## config.mk

```make
export PLATFORM = sky130hd
export DESIGN_NAME = circle_point_generator_unit
export DESIGN_NICKNAME = d
export VERILOG_FILES = /design/src/hw/rtl/cpg_pkg.sv /design/src/hw/rtl/circle_point_generator_unit.sv /design/src/hw/rtl/cpg_front.sv /design/src/hw/rtl/cpg_queue.sv /design/src/hw/rtl/cpg_back.sv
export SDC_FILE = /design/constraint.sdc
export NUM_CORES = 1
export LEC_CHECK = 0
export BUFFER_PORTS_ARGS = -buffer_cell sky130_fd_sc_hd__buf_2
export CORE_ASPECT_RATIO = 1.2
export CORE_MARGIN = 2
export CORE_UTILIZATION = 55
export DETAILED_ROUTE_END_ITERATION = 8
export PLACE_DENSITY = 0.82
export SLEW_MARGIN = 40
export SYNTH_ARGS = -nofsm -noshare
export SYNTH_HDL_FRONTEND = slang
export SYNTH_SLANG_ARGS = --single-unit
```

## constraint.sdc

```tcl
create_clock -name clk -period 4.9 [get_ports clk]
set_clock_uncertainty 0.1 [all_clocks]
set_input_delay 0.245 -clock clk [delete_from_list [all_inputs] [get_ports clk]]
set_output_delay 0.245 -clock clk [all_outputs]
set_load 0.005 [all_outputs]
```

## src/hw/rtl/cpg_pkg.sv

```systemverilog
`timescale 1ns / 1ps
// ----------------------------------------------------------------------------
// Circle point generator package
// Widths, the step record type and the octant point arithmetic.
// ----------------------------------------------------------------------------
package cpg_pkg;

  localparam int RADIUS_BITS = 9;
  localparam int CENTRE_W    = 10;
  localparam int COORD_W     = 12;
  localparam int OFF_W       = RADIUS_BITS + 1;
  localparam int DEC_W       = RADIUS_BITS + 5;
  localparam int CALC_W      = (OFF_W > COORD_W) ? OFF_W : COORD_W;
  localparam int COLOR_W     = 4;
  localparam int PT_IDX_W    = 3;

  localparam int Q_DEPTH = 2;
  localparam int Q_PTR_W = (Q_DEPTH > 1) ? $clog2(Q_DEPTH) : 1;
  localparam int Q_CNT_W = $clog2(Q_DEPTH + 1);

  localparam logic ACT_START   = 1'b0;
  localparam logic ACT_ADVANCE = 1'b1;

  localparam logic [PT_IDX_W-1:0] PT_IDX_LAST = PT_IDX_W'(7);
  localparam logic [COLOR_W-1:0]  COLOR_LAST  = COLOR_W'(14);

  localparam logic [COLOR_W-1:0] OCT_COLOR [8] = '{
    COLOR_W'(1), COLOR_W'(2), COLOR_W'(3), COLOR_W'(4),
    COLOR_W'(5), COLOR_W'(6), COLOR_W'(15), COLOR_W'(14)
  };

  typedef logic signed [OFF_W-1:0] off_t;

  // One circle position, as the back end needs it to emit eight points.
  typedef struct packed {
    logic [CENTRE_W-1:0] cx;
    logic [CENTRE_W-1:0] cy;
    off_t                xo;
    off_t                yo;
    logic                fin;
  } step_t;

  // Centre plus or minus a signed offset, wrapped to the coordinate width.
  function automatic logic [COORD_W-1:0] coord(logic [CENTRE_W-1:0] c, off_t o, logic neg);
    logic [CALC_W-1:0] ce;
    logic [CALC_W-1:0] oe;
    logic [CALC_W-1:0] s;
    ce = CALC_W'(c);
    oe = CALC_W'(signed'(o));
    s  = neg ? (ce - oe) : (ce + oe);
    return s[COORD_W-1:0];
  endfunction

endpackage

```

## src/hw/rtl/circle_point_generator_unit.sv

```systemverilog
`timescale 1ns / 1ps
// ----------------------------------------------------------------------------
// Circle point generator unit
// Midpoint circle rasterizer producing eight symmetric points per step.
// ----------------------------------------------------------------------------
// The first point of a word reaches the output through the step queue and
// the back end's registered output stage.
// Throughput: a start or a live advance word yields eight points at one point
// per cycle while out_stall is low; the back end's single output register
// paces such words through the queue. An advance with no circle queues nothing.
// Reset (synchronous, rst_n low) clears the circle state, the queue and the
// output stage.
// ----------------------------------------------------------------------------
module circle_point_generator_unit import cpg_pkg::*; (
  input  logic                      clk,
  input  logic                      rst_n,
  input  logic                      in_valid,
  output logic                      in_stall,
  input  logic                      in_action,
  input  logic [CENTRE_W-1:0]       in_center_x,
  input  logic [CENTRE_W-1:0]       in_center_y,
  input  logic [RADIUS_BITS-1:0]    in_radius,
  output logic                      out_valid,
  input  logic                      out_stall,
  output logic signed [COORD_W-1:0] out_pixel_x,
  output logic signed [COORD_W-1:0] out_pixel_y,
  output logic [COLOR_W-1:0]        out_color,
  output logic                      out_last,
  output logic                      out_finished
);

  // The front end updates the circle state in the cycle a word is accepted
  // and drops a step record into the queue. Words stall only when the queue
  // is full, so the front end runs ahead while the back end still drains
  // points of earlier steps.
  logic  accept;
  logic  push, pop;
  logic  q_not_empty, q_full;
  step_t wr_rec, rd_rec;
  logic [COORD_W-1:0] px, py;

  assign in_stall = q_full;
  assign accept   = in_valid && !in_stall;

  cpg_front u_front (
    .clk      (clk),
    .rst_n    (rst_n),
    .accept   (accept),
    .action   (in_action),
    .center_x (in_center_x),
    .center_y (in_center_y),
    .radius   (in_radius),
    .push     (push),
    .rec      (wr_rec)
  );

  cpg_queue u_queue (
    .clk       (clk),
    .rst_n     (rst_n),
    .push      (push),
    .wr_rec    (wr_rec),
    .pop       (pop),
    .rd_rec    (rd_rec),
    .not_empty (q_not_empty),
    .full      (q_full)
  );

  // The back end walks the eight octants of the head record, advancing only
  // when its output register is free, and retires the record on the eighth.
  cpg_back u_back (
    .clk          (clk),
    .rst_n        (rst_n),
    .rec          (rd_rec),
    .rec_valid    (q_not_empty),
    .pop          (pop),
    .out_valid    (out_valid),
    .out_stall    (out_stall),
    .out_pixel_x  (px),
    .out_pixel_y  (py),
    .out_color    (out_color),
    .out_last     (out_last),
    .out_finished (out_finished)
  );

  assign out_pixel_x = signed'(px);
  assign out_pixel_y = signed'(py);

endmodule

```

## src/hw/rtl/cpg_front.sv

```systemverilog
`timescale 1ns / 1ps
// ----------------------------------------------------------------------------
// Circle point generator front end
// Accepts start and advance words, runs the midpoint decision update and
// queues one step record for every word that produces points.
// ----------------------------------------------------------------------------
module cpg_front import cpg_pkg::*; (
  input  logic                   clk,
  input  logic                   rst_n,
  input  logic                   accept,
  input  logic                   action,
  input  logic [CENTRE_W-1:0]    center_x,
  input  logic [CENTRE_W-1:0]    center_y,
  input  logic [RADIUS_BITS-1:0] radius,
  output logic                   push,
  output step_t                  rec
);

  logic                    active_r, active_nxt;
  off_t                    x_r, x_nxt;
  off_t                    y_r, y_nxt;
  logic signed [DEC_W-1:0] dec_r, dec_nxt;
  logic [CENTRE_W-1:0]     cx_r, cx_nxt;
  logic [CENTRE_W-1:0]     cy_r, cy_nxt;
  logic signed [DEC_W-1:0] x4, y4;
  logic                    done;

  always_comb begin
    active_nxt = active_r;
    x_nxt      = x_r;
    y_nxt      = y_r;
    dec_nxt    = dec_r;
    cx_nxt     = cx_r;
    cy_nxt     = cy_r;
    push       = 1'b0;
    done       = 1'b0;
    x4         = DEC_W'(x_r) <<< 2;
    y4         = DEC_W'(y_r) <<< 2;
    if (accept) begin
      if (action == ACT_START) begin
        cx_nxt     = center_x;
        cy_nxt     = center_y;
        x_nxt      = '0;
        y_nxt      = OFF_W'(radius);
        dec_nxt    = DEC_W'(3) - (DEC_W'(radius) <<< 1);
        active_nxt = 1'b1;
        push       = 1'b1;
      end else if (active_r) begin
        if (dec_r <= 0) begin
          dec_nxt = dec_r + x4 + DEC_W'(6);
        end else begin
          dec_nxt = dec_r + x4 - y4 + DEC_W'(10);
          y_nxt   = y_r - OFF_W'(1);
        end
        x_nxt = x_r + OFF_W'(1);
        done  = x_nxt > y_nxt;
        if (done) begin
          active_nxt = 1'b0;
        end
        push = 1'b1;
      end
    end
    rec.cx  = cx_nxt;
    rec.cy  = cy_nxt;
    rec.xo  = x_nxt;
    rec.yo  = y_nxt;
    rec.fin = done;
  end

  always_ff @(posedge clk) begin
    if (!rst_n) begin
      active_r <= 1'b0;
      x_r      <= '0;
      y_r      <= '0;
      dec_r    <= '0;
      cx_r     <= '0;
      cy_r     <= '0;
    end else begin
      active_r <= active_nxt;
      x_r      <= x_nxt;
      y_r      <= y_nxt;
      dec_r    <= dec_nxt;
      cx_r     <= cx_nxt;
      cy_r     <= cy_nxt;
    end
  end

  // A finishing step leaves no circle in progress.
  a_fin_idle: assert property (@(posedge clk) disable iff (!rst_n)
    (push && rec.fin) |=> !active_r)
    else $error("circle still active after finishing step");

endmodule

```

## src/hw/rtl/cpg_queue.sv

```systemverilog
`timescale 1ns / 1ps
// ----------------------------------------------------------------------------
// Circle point generator step queue
// Short FIFO of step records between the front and back ends.
// ----------------------------------------------------------------------------
module cpg_queue import cpg_pkg::*; (
  input  logic  clk,
  input  logic  rst_n,
  input  logic  push,
  input  step_t wr_rec,
  input  logic  pop,
  output step_t rd_rec,
  output logic  not_empty,
  output logic  full
);

  step_t              mem_r [Q_DEPTH];
  logic [Q_PTR_W-1:0] wr_ptr_r, rd_ptr_r;
  logic [Q_CNT_W-1:0] count_r;

  assign not_empty = (count_r != '0);
  assign full      = (count_r == Q_CNT_W'(Q_DEPTH));
  assign rd_rec    = mem_r[rd_ptr_r];

  function automatic logic [Q_PTR_W-1:0] ptr_inc(logic [Q_PTR_W-1:0] p);
    return (p == Q_PTR_W'(Q_DEPTH - 1)) ? '0 : p + Q_PTR_W'(1);
  endfunction

  always_ff @(posedge clk) begin
    if (push) begin
      mem_r[wr_ptr_r] <= wr_rec;
    end
  end

  always_ff @(posedge clk) begin
    if (!rst_n) begin
      wr_ptr_r <= '0;
      rd_ptr_r <= '0;
      count_r  <= '0;
    end else begin
      if (push) begin
        wr_ptr_r <= ptr_inc(wr_ptr_r);
      end
      if (pop) begin
        rd_ptr_r <= ptr_inc(rd_ptr_r);
      end
      if (push && !pop) begin
        count_r <= count_r + Q_CNT_W'(1);
      end else if (pop && !push) begin
        count_r <= count_r - Q_CNT_W'(1);
      end
    end
  end

  a_no_overflow: assert property (@(posedge clk) disable iff (!rst_n)
    push |-> !full)
    else $error("step queue written while full");

  a_no_underflow: assert property (@(posedge clk) disable iff (!rst_n)
    pop |-> not_empty)
    else $error("step queue read while empty");

endmodule

```

## src/hw/rtl/cpg_back.sv

```systemverilog
`timescale 1ns / 1ps
// ----------------------------------------------------------------------------
// Circle point generator back end
// Expands each queued step into its eight octant points, one per cycle while
// out_stall is low, through a registered output stage.
// ----------------------------------------------------------------------------
module cpg_back import cpg_pkg::*; (
  input  logic               clk,
  input  logic               rst_n,
  input  step_t              rec,
  input  logic               rec_valid,
  output logic               pop,
  output logic               out_valid,
  input  logic               out_stall,
  output logic [COORD_W-1:0] out_pixel_x,
  output logic [COORD_W-1:0] out_pixel_y,
  output logic [COLOR_W-1:0] out_color,
  output logic               out_last,
  output logic               out_finished
);

  logic [PT_IDX_W-1:0] idx_r;
  logic                valid_r;
  logic [COORD_W-1:0]  px_r, py_r, px_nxt, py_nxt;
  logic [COLOR_W-1:0]  color_r;
  logic                last_r, fin_r;
  logic                load, take;
  logic                swap, neg_a, neg_b;
  off_t                a, b;

  assign load = !valid_r || !out_stall;
  assign take = rec_valid && load;
  assign pop  = take && (idx_r == PT_IDX_LAST);

  // Upper half of the point order swaps x and y; the sign pattern follows
  // the octant order of the emission sequence.
  always_comb begin
    swap   = idx_r[2];
    neg_a  = idx_r[1];
    neg_b  = idx_r[1] ^ idx_r[0];
    a      = swap ? rec.yo : rec.xo;
    b      = swap ? rec.xo : rec.yo;
    px_nxt = coord(rec.cx, a, neg_a);
    py_nxt = coord(rec.cy, b, neg_b);
  end

  always_ff @(posedge clk) begin
    if (!rst_n) begin
      valid_r <= 1'b0;
      idx_r   <= '0;
    end else begin
      if (load) begin
        valid_r <= rec_valid;
      end
      if (take) begin
        idx_r <= idx_r + PT_IDX_W'(1);
      end
    end
  end

  always_ff @(posedge clk) begin
    if (take) begin
      px_r    <= px_nxt;
      py_r    <= py_nxt;
      color_r <= OCT_COLOR[idx_r];
      last_r  <= (idx_r == PT_IDX_LAST);
      fin_r   <= rec.fin;
    end
  end

  assign out_valid    = valid_r;
  assign out_pixel_x  = px_r;
  assign out_pixel_y  = py_r;
  assign out_color    = color_r;
  assign out_last     = last_r;
  assign out_finished = fin_r;

  a_last_color: assert property (@(posedge clk) disable iff (!rst_n)
    (out_valid && out_last) |-> (out_color == COLOR_LAST))
    else $error("last point of a step carries the wrong octant color");

endmodule
```

==> flow_summary.json, run 1 <==
{
  "area_growth_pct": 11.1,
  "core_area_um2": 18700,
  "crit_buf_inv": 2,
  "layout_setup_ws_ns": 0.566,
  "viasPerCell": 5.77,
  "critPathArrivalTime_ns": 4.40,
  "start_util_pct": 55.6,
  "cts-resized-gates": 0,
  "max-cap-violations": 0,
  "port_buffers": 65,
  "drc": 0,
  "cts_buffers": 17,
  "p_leak_nw": 4.64,
  "yosysSeqAreaShare_pct": 44.7,
  "rows": 55,
  "drive_gt1_share_pct": 19.1,
  "drt_first_pass_iters": 5,
  "clock_latency_ns": 0.44,
  "final.fill_count": 1511,
  "synth-seq-cells": 176,
  "clockBufferDepth": 2,
  "avgSynthCellArea_um2": 10.6,
  "htreeDepth": 4,
  "status": "completed",
  "powerDensity_nw_per_um2": 395,
  "path_max_fanout": 10,
  "cts_tree": "built",
  "grt_usage_pct": 24.2,
  "clock.fmax_mhz": 231,
  "synth_ff_type": "edfxtp_1",
  "dr_total_vias": 7588,
  "critPathTopFamily": "compound AO/OA/AOI/OAI gates",
  "fp.dieArea_um2": 20000,
  "design_area_um2": 11600,
  "die_w_um": 130,
  "synth_warnings": 0,
  "finalPower_mw": 4.57,
  "ant_nets": 0,
  "hold_path.class": "in -> reg",
  "cp-end-kind": "register",
  "num_io_pins": 66,
  "die_h_um": 155,
  "drv_slew": 0,
  "max-vdd-ir-drop_mv": 0.253,
  "crit_path_start_kind": "register",
  "dp_hpwl_mm": 16.9,
  "post-place-ws_ns": 0.727,
  "globalRouteOverflowTotal": 0,
  "fin_hold_ws_ns": 0.0443,
  "synth_area_leader_cell": "edfxtp_1",
  "setup_viol": 0,
  "fin_setup_tns_ns": 0,
  "slew_headroom_pct": 48.2,
  "crit_chain": "clkinv_1 > ha_1 > inv_1 > nor2_1 > a21oi_1 > fa_1 > a21o_1 > a21oi_1 > o21bai_1 > a21oi_1 > o21ai_0 > a21o_1 > a21oi_1 > xnor2_1",
  "dp_cells": 1281,
  "wire_per_inst_um": 17.8,
  "dpl-instance-area_um2": 11000,
  "diodes": 0,
  "clock_sinks": 176,
  "antenna_found_initial": 0,
  "post-route-util_pct": 61.7,
  "post-synth-top-area-fraction_pct": 32.3,
  "ys_types": 80,
  "finalNonFillerCells": 1314,
  "period_needed_ns": 4.33,
  "ctsRootBufferMaster": "clkbuf_16",
  "netlist_top_cells_area": "edfxtp_1 (32%), dfxtp_1 (12%), ha_1 (8.8%)",
  "drt_iter0_drc": 563,
  "grt_max_degree": 50,
  "synth_edf_count": 112,
  "grt_pass1_wl_mm": 37.5,
  "syn_area_um2": 10400,
  "syn_nets": 1093,
  "crit_slowest_cell": "ha_1",
  "grt_pass1_vias": 7582,
  "gp_congestion": 0.940,
  "clk_pin_slew_ns": 0.07,
  "synth_cells": 983,
  "cp.required_ns": 4.97,
  "cpPeakStageDelay_ns": 0.64,
  "crit_top_cell": "a21oi_1",
  "final_hold_viol_count": 0,
  "rsz0062_at_grt": "false",
  "finalCritPeriodShare_pct": 88.5,
  "synth_async_sr_flop_share_pct": 0,
  "final_net_count": 1155,
  "drt_wl_total_mm": 23.4,
  "critical_path_class": "reg -> reg",
  "max_slew.worst_pin.slew_ns": 0.769
}
==> synth_stat cells, types with 11 or more instances <==
| library cell | instances |
|---|---|
| o21ai_0 | 39 |
| nor3_1 | 19 |
| mux2_2 | 50 |
| edfxtp_1 | 112 |
| ha_1 | 73 |
| nand2_1 | 69 |
| a21oi_1 | 52 |
| and2_1 | 43 |
| nor2b_1 | 11 |
| inv_1 | 44 |
| o22ai_1 | 11 |
| clkbuf_1 | 26 |
| xnor2_1 | 42 |
| xor2_1 | 39 |
| nor2_1 | 70 |
| mux2i_1 | 24 |
| nand3_1 | 24 |
| dfxtp_1 | 64 |
| o21ai_1 | 13 |
==> registers in the layout, indices dropped and copies added (netlist names), named ones only <==
name	cells
u_front.cy_r	10
u_back.out_color	4
u_front.dec_r	14
u_queue.rd_ptr_r	1
u_back.out_valid	1
u_back.out_pixel_x	12
u_queue.count_r	2
u_front.y_r	10
u_queue.mem_r	82
u_back.out_last	1
u_back.out_finished	1
u_back.out_pixel_y	12
u_back.idx_r	3
u_queue.wr_ptr_r	1
u_front.active_r	1
u_front.cx_r	10
u_front.x_r	10
==> repair_timing <==
item                      CTS  global route
buffers inserted            0             0
hold endpoints to repair    1             0
hold buffers                1             0
==> final timing paths <==
| check | startpoint | end | slack, ns | cells after the start |
|---|---|---|---|---|
| worst max-delay path | u_back.idx_r[1] | u_back.out_pixel_y[10] | 0.57 | 14 |
| worst min-delay path | in_center_x[8] | u_queue.mem_r[1][39] | 0.04 | 2 |
| worst max register to register | u_back.idx_r[1] | u_back.out_pixel_y[10] | 0.57 | 14 |
| worst min register to register | u_front.dec_r[0] | u_front.dec_r[0] | 0.36 | 2 |
==> where the power goes <==
| group | total (mW) | internal, mW | switching [mW] |
|---|---|---|---|
| Combinational | 1.39 | 0.584 | 0.807 |
| Sequential | 1.85 | 1.79 | 0.0661 |
| Clock | 1.32 | 0.749 | 0.574 |
==> area by class of cell <==
type	count	area [um^2]	area share [%]
multi-input combinational	723	5400	46.7
tap	256	320	2.77
clock buffer	18	429	3.72
inverter	47	176	1.53
timing repair buffer	80	440	3.81
sequential	176	4650	40.2
clock inverter	14	140	1.21
==> cells by family after synthesis <==
logic type,count (synthesis),synth area share [%]
AO/OA/AOI/OAI,206,13.4
XOR/XNOR,81,6.82
adder cells (fa/ha/maj),76,9.36
buffers and inverters,84,3.66
flip-flops,176,44.7
multiplexers,81,8.75
AND/OR/NAND/NOR,279,13.3
==> cells in the final DEF, fill, tap and decap left out, types with 6 or more instances in the layout <==
| master | Yosys | layout |
|---|---|---|
| mux2i_1 | 24 | 24 |
| o211ai_1 | 6 | 6 |
| o21a_1 | 9 | 9 |
| clkbuf_16 | 0 | 17 |
| mux2_2 | 50 | 50 |
| o22ai_1 | 11 | 11 |
| ha_1 | 73 | 73 |
| nor3_1 | 19 | 19 |
| nand4_1 | 6 | 6 |
| edfxtp_1 | 112 | 112 |
| xor2_1 | 39 | 39 |
| nand2_1 | 69 | 69 |
| inv_1 | 44 | 44 |
| buf_2 | 2 | 65 |
| a21o_1 | 9 | 9 |
| o21ai_0 | 39 | 39 |
| buf_4 | 0 | 14 |
| dfxtp_1 | 64 | 63 |
| a211oi_1 | 8 | 8 |
| nor4_1 | 8 | 8 |
| nor2_1 | 70 | 69 |
| o21ai_1 | 13 | 12 |
| and3_1 | 7 | 7 |
| and2_1 | 43 | 42 |
| nand3_1 | 24 | 24 |
| xnor2_1 | 42 | 42 |
| a21oi_1 | 52 | 51 |
| nor2b_1 | 11 | 11 |
==> routing by layer <==
layer / GRT usage (%) / vias up / wire [um]
li1: - / 3684 / -
met2: 42.9 / 225 / 12000
met4: 11.8 / 0 / 905
met3: 4.32 / 56 / 1090
met5: 0 / - / 0
met1: 27.8 / 3623 / 9430
Note: power is estimated with default switching activity, not from simulation.
==> inputs of run 2 (changes only) <==
- clock period: 4.9 -> 5.38 ns (I/O delays scaled with it)
==> flow_summary.json, run 2 (synthesis gave the netlist of run 1 again) <==
{
  "rsz0062_at_grt": "false",
  "period_needed_ns": 4.24,
  "start_util_pct": 55.6,
  "path_max_fanout": 23,
  "wl_met2_mm": 12.0,
  "slew_headroom_pct": 36.8,
  "setup_viol": 0,
  "top_regs": "u_queue.mem_r: 82 flops, u_front.dec_r: 14 flops",
  "max-vdd-ir-drop_mv": 0.238,
  "r2r_slack_ns": 1.14,
  "clock_sinks": 176,
  "hold_start": "out_stall",
  "fin_setup_tns_ns": 0,
  "critPathTopFamily": "compound AO/OA/AOI/OAI gates",
  "max-cap-violations": 0,
  "crit_chain": "buf_4 > mux2_2 > mux2i_2 > xor2_1 > ha_1 > a21o_1 > a21oi_1 > o21bai_1 > a21oi_1 > o21ai_0 > a21o_1 > a21oi_1 > xnor2_1",
  "num_io_pins": 66,
  "fp.dieArea_um2": 20000,
  "port_buffers": 65,
  "hold_end": "u_back.out_valid",
  "clk_pin_slew_ns": 0.06,
  "wire_per_inst_um": 17.6,
  "ant_nets": 0,
  "viasPerCell": 5.83,
  "highest_layer": "met4",
  "crit_path_start_kind": "register",
  "drt_first_pass_iters": 5,
  "htreeDepth": 4,
  "met3WireLength_mm": 1.08,
  "largest_reg_flops": 82,
  "post-route-util_pct": 61.8,
  "cts_tree": "built",
  "drc": 0,
  "crit_buf_inv": 1,
  "cp-end-kind": "register",
  "post-cts-setup-buffers": 0,
  "regMostFlops": "u_queue.mem_r",
  "regArea_um2": 4650,
  "drt_wl_total_mm": 23.1,
  "grt_pass1_vias": 7628,
  "clockBufferDepth": 2,
  "gp_congestion": 0.946,
  "crit_slowest_cell": "dfxtp_2",
  "reg2reg_depth": 13,
  "r2r_end": "u_back.out_pixel_y[10]",
  "dp_hpwl_mm": 16.7,
  "final.fill_count": 1525,
  "antenna_found_initial": 0,
  "crit_top_cell": "a21oi_1",
  "grt_max_degree": 50,
  "final_hold_viol_count": 0,
  "status": "completed",
  "wl_met1_mm": 9.31,
  "finalPower_mw": 4.16,
  "p_leak_nw": 4.64,
  "clock.fmax_mhz": 236,
  "cts_buffers": 17,
  "critical_path_class": "reg -> reg",
  "hold-path-cell-count": 3,
  "core_area_um2": 18700,
  "powerDensity_nw_per_um2": 360,
  "drt_iter0_drc": 510,
  "dr_total_vias": 7644,
  "final_net_count": 1153,
  "grt_pass1_wl_mm": 37.3,
  "clock_latency_ns": 0.43,
  "max_slew.worst_pin.slew_ns": 0.939,
  "globalRouteOverflowTotal": 0,
  "rows": 55,
  "mostFrequentLayoutCell": "edfxtp_1",
  "hold_path.class": "in -> reg",
  "layout_common_cells": "edfxtp_1 (112), ha_1 (73), nor2_1 (69), nand2_1 (69), buf_2 (65)",
  "critPathArrivalTime_ns": 4.30,
  "die_w_um": 130,
  "cts_hold_buf": 0,
  "ctsRootBufferMaster": "clkbuf_16",
  "drive_gt1_share_pct": 19.1,
  "diodes": 0,
  "cp.required_ns": 5.44,
  "grt_usage_pct": 23.8,
  "die_h_um": 155,
  "drv_slew": 0,
  "finalCritPeriodShare_pct": 78.8,
  "cpPeakStageDelay_ns": 0.61,
  "cts-resized-gates": 0,
  "area_growth_pct": 11.2,
  "multi_input_area_um2": 5400
}
==> run 2: final cells by class <==
class                           instances  area share, %
Tap cell                              256           2.77
Timing Repair Buffer                   78           3.79
Clock inverter                          8          0.682
Multi-Input combinational cell        723           46.7
Sequential cell                       176           40.2
Inverter                               47           1.53
Clock buffer                           24           4.35
==> run 2: per-layer routing <==
layer	track usage [%]	vias up
li1	-	3690
met1	27.9	3646
met2	42.7	249
met3	3.94	59
met4	9.88	0
met5	0	-
==> run 2: power by group <==
group | switching (mW) | internal (mW)
logic | 0.730 | 0.536
clock network | 0.508 | 0.702
registers | 0.0617 | 1.63
==> run 2: through the flow <==
stage | hold slack [ns] | setup slack, ns | std cells | instance area [um^2]
floorplan | 0.312 | 1.61 | 983 | 10400
global placement | 0.341 | 1.34 | 1278 | 10900
detailed placement | 0.373 | 1.20 | 1280 | 11000
CTS | 0.00674 | 1.04 | 1312 | 11600
global route | 0.0275 | 0.961 | 1312 | 11600
finish | 0.0197 | 1.14 | 1312 | 11600
==> run 2: how the worst max path moves through the flow <==
stage	endpoint	slack (ns)	depth (start not counted)
after floorplan	u_front.dec_r[13]	1.61	15
after global placement	u_back.out_pixel_y[11]	1.34	13
after detailed placement	u_back.out_pixel_y[10]	1.20	14
after CTS	u_back.out_pixel_y[10]	1.04	14
after global routing	u_back.out_pixel_y[10]	0.96	13
final	u_back.out_pixel_y[10]	1.14	13
==> run 2: worst reg2reg max path, delay by kind of cell (launching register included) <==
kind	cells	cell delay (ns)
AO/OA/AOI/OAI	7	1.42
multiplexers	2	0.72
flip-flops	1	0.61
buffers and inverters	1	0.43
XOR/XNOR	2	0.39
adder cells (fa/ha/maj)	1	0.33
==> inputs of run 3 (changes only) <==
- ABC_AREA: unset -> 1
- clock period: 5.38 -> 4.06 ns (I/O delays scaled with it)
==> flow_summary.json, run 3 <==
{
  "port_buffers": 65,
  "status": "completed",
  "fin_setup_tns_ns": 0,
  "start_util_pct": 55.8,
  "r2r_end": "u_back.out_pixel_y[10]",
  "r2r-start": "u_back.idx_r[1]",
  "finalNonFillerCells": 1673,
  "slew_headroom_pct": 51.4,
  "rows": 56,
  "viasPerCell": 5.42,
  "fin_hold_ws_ns": 0.00792,
  "synth_area_leader_cell": "edfxtp_1",
  "cts_buffers": 17,
  "regMostFlops": "u_queue.mem_r",
  "crit_path_start_kind": "register",
  "yosysSeqAreaShare_pct": 42.9,
  "drt_iter0_drc": 768,
  "synth_warnings": 0,
  "post-synth-top-area-fraction_pct": 31.1,
  "post-route-util_pct": 62.7,
  "grt_pass1_vias": 8537,
  "gp_congestion": 0.920,
  "dpl-instance-area_um2": 11400,
  "p_leak_nw": 5.53,
  "critical_path_class": "reg -> reg",
  "max-cap-violations": 0,
  "grt_max_degree": 61,
  "drive_gt1_share_pct": 12.3,
  "antenna_found_initial": 0,
  "period_needed_ns": 3.74,
  "setup_viol": 0,
  "die_h_um": 158,
  "final_hold_viol_count": 0,
  "cp.required_ns": 4.14,
  "avgSynthCellArea_um2": 8.18,
  "clock_sinks": 176,
  "synth_ff_type": "edfxtp_1",
  "diodes": 0,
  "ys_types": 50,
  "ctsRootBufferMaster": "clkbuf_16",
  "clk_pin_slew_ns": 0.08,
  "drv_slew": 0,
  "rsz0062_at_grt": "false",
  "grt_usage_pct": 24.6,
  "reg2reg_depth": 13,
  "critPathArrivalTime_ns": 3.82,
  "htreeDepth": 4,
  "cts_tree": "built",
  "clock.fmax_mhz": 267,
  "mostFrequentLayoutCell": "nand2_1",
  "synth_cells": 1324,
  "top_regs": "u_queue.mem_r: 82 flops, u_front.dec_r: 14 flops",
  "dr_total_vias": 9075,
  "drc": 0,
  "syn_area_um2": 10800,
  "drt_first_pass_iters": 8,
  "path_max_fanout": 9,
  "wire_per_inst_um": 15.0,
  "yosysMostFrequentCell": "nand2_1",
  "crit_path_start": "u_back.idx_r[1]",
  "final_net_count": 1509,
  "num_io_pins": 66,
  "fp.dieArea_um2": 20800,
  "design_area_um2": 12200,
  "clock_latency_ns": 0.43,
  "grt_pass1_wl_mm": 40.8,
  "dp_cells": 1630,
  "area_growth_pct": 12.4,
  "clockBufferDepth": 2,
  "synth_async_sr_flop_share_pct": 0,
  "largest_reg_flops": 82,
  "crit_path_end": "u_back.out_pixel_y[10]",
  "ant_nets": 0,
  "max_slew.worst_pin.slew_ns": 0.728,
  "r2r_slack_ns": 0.32,
  "syn_nets": 1434,
  "max-vdd-ir-drop_mv": 0.349,
  "dp_hpwl_mm": 18.9,
  "synthTopCellsByCount": "nand2_1 (328), inv_1 (161), edfxtp_1 (112)",
  "cp-end-kind": "register",
  "synth-seq-cells": 176,
  "core_area_um2": 19400,
  "globalRouteOverflowTotal": 0,
  "layout_common_cells": "nand2_1 (328), inv_1 (160), edfxtp_1 (112)",
  "hold_path.class": "in -> reg",
  "drt_wl_total_mm": 25.2,
  "finalCritPeriodShare_pct": 92.1,
  "netlist_top_cells_area": "edfxtp_1 (31%), dfxtp_1 (12%), nand2_1 (11%)",
  "powerDensity_nw_per_um2": 509,
  "die_w_um": 132,
  "synth_edf_count": 112,
  "final.fill_count": 1610
}
run 3: final cells by class:
| cell class | instances | area [um^2] | share of cell area [%] |
|---|---|---|---|
| clock buffer | 18 | 439 | 3.61 |
| inverter | 175 | 661 | 5.43 |
| tap | 261 | 327 | 2.68 |
| multi-input combinational | 937 | 5350 | 44.0 |
| clock inverter | 14 | 190 | 1.56 |
| timing repair buffer | 92 | 556 | 4.57 |
| sequential | 176 | 4640 | 38.2 |
run 3: report_power, final:
group	internal [mW]	switching, mW
logic	0.840	1.34
clock network	0.909	0.789
registers	2.23	0.0832
run 3: how the worst min path moves through the flow:
stage / from / to / slack (ns) / depth (start not counted)
6_report: in_center_y[3] / u_front.cy_r[3] / 0.008 / 3
3_3_place_gp: u_front.cy_r[7] / u_front.cy_r[7] / 0.35 / 2
3_5_place_dp: u_front.cy_r[2] / u_front.cy_r[2] / 0.36 / 2
5_1_grt: in_center_y[7] / u_front.cy_r[7] / 0.02 / 3
2_1_floorplan: out_stall / u_back.out_valid / 0.27 / 2
4_1_cts: in_center_y[3] / u_front.cy_r[3] / 0.002 / 3
run 3: timing repair:
action                                  CTS  global route
gates resized for setup                   0             0
endpoints found under the hold margin    11             0
setup buffers                             0             0
hold buffers                             11             0
endpoints found under the setup margin    0             0
run 3: kinds of logic after synthesis:
logic type               count (synthesis)  share of synthesized area, %
flip-flops                             176                          42.9
AO/OA/AOI/OAI                          264                          14.3
multiplexers                             5                         0.462
XOR/XNOR                                62                          5.02
AND/OR/NAND/NOR                        530                          20.5
buffers and inverters                  211                          7.85
adder cells (fa/ha/maj)                 76                          8.99
run 3: through the flow:
| stage | worst slack, ns | power, mW |
|---|---|---|
| 3_3_place_gp | 0.368 | 4.43 |
| 2_1_floorplan | 0.620 | 3.97 |
| 3_5_place_dp | 0.337 | 4.50 |
| 5_1_grt | 0.0344 | 6.58 |
| 6_report | 0.320 | 6.20 |
| 4_1_cts | 0.319 | 6.20 |
run 3: metal layers:
metal	track usage, %	share of wire (%)	up-vias
met5	0	0	-
met4	10.9	3.1	0
met3	3.55	6.0	50
met2	42.0	48	285
met1	31.2	43	4175
li1	-	-	4565
run 3: worst max-delay path, cell delays in order (launching register included):
cell and delay, ns:
dfxtp_1 0.56, clkinv_1 0.38, ha_1 0.51, inv_1 0.21
o21ai_0 0.14, xnor2_1 0.15, ha_1 0.35, a21oi_1 0.18
nand2_1 0.10, a31oi_1 0.20, o21ai_0 0.17, a21oi_1 0.15
o21ai_0 0.10, xor2_1 0.18
